==> src/hdl/ffl_alloc_ram.sv <==
module ffl_alloc_ram #(
	parameter int WIDTH = 8,
	parameter int DEPTH = 256
) (
	input  logic                     clk,
	input  logic                     we,
	input  logic [$clog2(DEPTH)-1:0] waddr,
	input  logic [WIDTH-1:0]         wdata,
	input  logic                     re,
	input  logic [$clog2(DEPTH)-1:0] raddr,
	output logic [WIDTH-1:0]         rdata
);

	logic [WIDTH-1:0] mem [DEPTH];

	always_ff @(posedge clk) begin
		if (we) begin
			mem[waddr] <= wdata;
		end
		if (re) begin
			rdata <= mem[raddr];
		end
	end

endmodule

==> config.mk <==
export PLATFORM = sky130hd
export DESIGN_NAME = ffl_alloc_ram
export DESIGN_NICKNAME = d
export VERILOG_FILES = /design/src/hdl/ffl_alloc_ram.sv
export SDC_FILE = /design/constraint.sdc
export NUM_CORES = 2
export LEC_CHECK = 0
export BUFFER_PORTS_ARGS = -buffer_cell sky130_fd_sc_hd__buf_4
export CELL_PAD_IN_SITES_DETAIL_PLACEMENT = 1
export CELL_PAD_IN_SITES_GLOBAL_PLACEMENT = 2
export CORE_ASPECT_RATIO = 0.6
export CORE_MARGIN = 4
export CORE_UTILIZATION = 53
export CTS_BUF_LIST = sky130_fd_sc_hd__clkbuf_8
export DETAILED_ROUTE_END_ITERATION = 7
export PLACE_DENSITY = 0.84
export SYNTH_ARGS = -nofsm -noshare
export SYNTH_HDL_FRONTEND = slang
export SYNTH_SLANG_ARGS = --single-unit
==> constraint.sdc <==
create_clock -name clk -period 2.4 [get_ports clk]
set_input_delay 0 -clock clk [delete_from_list [all_inputs] [get_ports clk]]
set_output_delay 0 -clock clk [all_outputs]
set_load 0.05 [all_outputs]
==> results.txt <==
Status - complete, but fails checks
Failing checks - hold timing, setup timing
Max Cap Viol - 0
Clock root cell - clkbuf_8
Final #Nets - 4551
Worst min path class - in -> reg
CP Launch Type - flop
Initial antenna violation count - 11
Num rows - 109
Clock transition at the registers of the reported paths - 0.07 ns
Vias in the first global route - 46014
Top FF cell, synth - edfxtp_1
DR iter-0 viols - 7231
Area grow syn2layout - 16.46%
Reg2reg end - rdata[2]
Worst Setup EP - rdata[2]
Detailed placement HPWL - 151.8 mm
Crit path buffers/inverters - 1
Number of setup buffers added after CTS - 0
Vias/cell - 6.564
Worst path top cell family by delay - simple AND/OR/NAND/NOR gates
EDFF count, synth - 2056
CP Cell Sequence - mux4_2, nor2b_1, a211oi_1, nor3_2, nor4_4, buf_4, nor4_2
Fin area - 0.09274 mm^2
WP depth - 7
Cell with the most instances after synthesis - edfxtp_1
Register area - 0.06174 mm^2
Crit share post-route - 102.0%
Skew-Pair Late Insertion Delay - 1.02 ns
Peak VDD IR - 0.6820 mV
Remaining global-route overflow - 0
Mapped Cells - 3733
Top-area cell type share of the netlist area - 77.53%
Layout cell share with drive strength beyond 1 - 33.19%
Setup_tns - -0.07852 ns
Pre-antenna DRT Iters - 6
Mapped Nets - 3760
Detailed Route WL - 235.4 mm
CTS tree - done
Critical Path Slowest Stage Cell - mux4_2
Worst setup EP type - flop
Unrepaired setup endpoints after global routing - true
Avg Cell Area, Syn - 21.33 um^2
Reg2Reg Depth - 7
Setup Crit Path Kind - reg -> reg
First-pass GRT wire length - 339.9 mm
Drc violations - 0
Register area share after synthesis - 77.53%
IO Count - 35
Reg2Reg Launch Point - mem[97][2]
Cell Area, Synth - 0.07964 mm^2
Routed Antenna Nets - 0
Synthesis warning total - 0
Worst Tran Pin Value - 1.013 ns
Highest Clock Rate - 408.6 MHz
Min Tclk post-route - 2.447 ns
Die area - 0.1567 mm^2
Global Route Usage Sum - 30.44%
Routability cong. - 0.8696
Crit-path max FO - 1
Arrival @ worst endpoint - 3.20 ns
Final hold viol count - 1
H-tree depth - 5
Bufs on Longest Clock Path - 4
Worst Setup SP - mem[97][2]
# port buffers - 34
Hold WS - -0.003713 ns
P_leak - 30.29 nW
Core ar. - 0.1482 mm^2
Number of setup violations in the final report - 2
Slack of the critical path - -0.04727 ns
Max-slew violations - 0
Die Y - 308.3 um
Worst Path Required - 3.15 ns
Clock skew - 0.05097 ns
Cell accounting for the most synthesized area - edfxtp_1
Slew headroom - 32.45%
Post-synth ARST share - 0%
Area of the multi-input gates - 0.01689 mm^2
Library cells used by synthesis - 54
Wire per inst - 35.01 um
TritonCTS buffer count - 303
Critical Path Max Stage Delay - 0.45 ns
Fillers - 12395
Vias - 44122
Place WS - -0.9791 ns
Most area-consuming cells after synthesis - edfxtp_1 78%, mux4_2 13%, mux2i_1 1.7%
Starting Density - 53.72%
Post-placement cell area - 0.08685 mm^2
Seq cells post-synth - 2056
Setup slack, reg-to-reg - -0.05 ns
CTS Sinks - 2056
Pwr dens - 756.4 mW/mm^2
Die extent in x - 508.4 um
Most frequent cells after synthesis - 2056 x edfxtp_1, 454 x mux4_2, 282 x nor2_1
Pin count of the biggest net entering global routing - 134
metrics by stage:
| stage | power (mW) | utilization [%] | cells |
|---|---|---|---|
| global route | 72.35 | 62.55 | 6719 |
| floorplan | 42.37 | - | 3733 |
| CTS | 70.23 | 62.44 | 6716 |
| detailed placement | 44.58 | 58.59 | 6188 |
| finish | 70.15 | 62.56 | 6722 |
| global placement | 44.42 | 58.59 | 6188 |
flip-flops by register name (all words and copies together) (netlist names):
signal	flops
mem	2048
rdata	8
how the worst min path moves through the flow:
| stage | start | to | slack, ns | depth (start not counted) |
|---|---|---|---|---|
| 2_1_floorplan | wdata[0] | mem[0][0] | 0.1 | 0 |
| 3_3_place_gp | re | rdata[3] | 0.36 | 1 |
| 3_5_place_dp | re | rdata[3] | 0.36 | 1 |
| 4_1_cts | raddr[6] | rdata[5] | 0.007 | 6 |
| 5_1_grt | raddr[6] | rdata[3] | 0.001 | 6 |
| 6_report | raddr[6] | rdata[3] | -0.004 | 6 |
worst min-delay path, stage by stage:
cell	delay, ns
buf_4	0.24
a311oi_1	0.08
o221ai_1	0.09
a211oi_2	0.06
buf_4	0.17
nor4_2	0.16
per-layer routing:
metal	part of all wire [%]	routed length, um	track usage [%]
met1	38	89730	44.84
met2	45	105700	44.56
met3	14	32460	8.996
met4	3.2	7426	9.425
met5	0.011	27	0
repair_timing:
action                                   CTS  global route
hold buffers                              29             0
endpoints found under the setup margin     8             8
pin swaps                                 10             9
resized for setup                         40            30
endpoints found under the hold margin   3347             0
cell usage in the layout (no fill, tap or decap), drive strengths merged, types with 12 or more instances in the layout:
cell type    synthesis  final
a211oi              16     16
a21oi               96     96
a221oi              14     14
a22oi              133    133
buf                122    682
clkbuf             111    314
clkinv               1     90
dlygate4sd3          0     29
edfxtp            2056   2056
inv                  1     93
mux2i              134    134
mux4               456    456
nand2               33     33
nand3               34     34
nor2               282    282
nor2b               31     31
nor3                22     22
nor4                27     27
o21ai               12     12
o221ai              47     47
o22ai               28     28
cells by family (layout without fill, tap and decap cells):
kind of cell,count (synthesis),after routing,synth area share [%]
compound gates,385,385,3.416
buf+inv,235,1220,1.829
flops,2056,2056,77.53
mux,591,591,14.60
simple gates,466,466,2.625
other cells,0,6,0
cell type report:
cell class                      instances  area share [%]
Sequential cell                      2056           66.57
Tap cell                             1998           2.696
Timing Repair Buffer                  719           6.903
Multi-Input combinational cell       1442           18.21
Inverter                                2        0.008095
Clock buffer                          306           4.541
Antenna cell                            6         0.01619
Clock inverter                        193           1.056
where the power goes:
group	switching (mW)	internal (mW)	total, mW
registers	0.0431	39.6	39.6
logic	2.73	1.69	4.42
clock network	13.6	12.5	26.1
total	16.4	53.8	70.2
(Power assumes the default switching activity.)
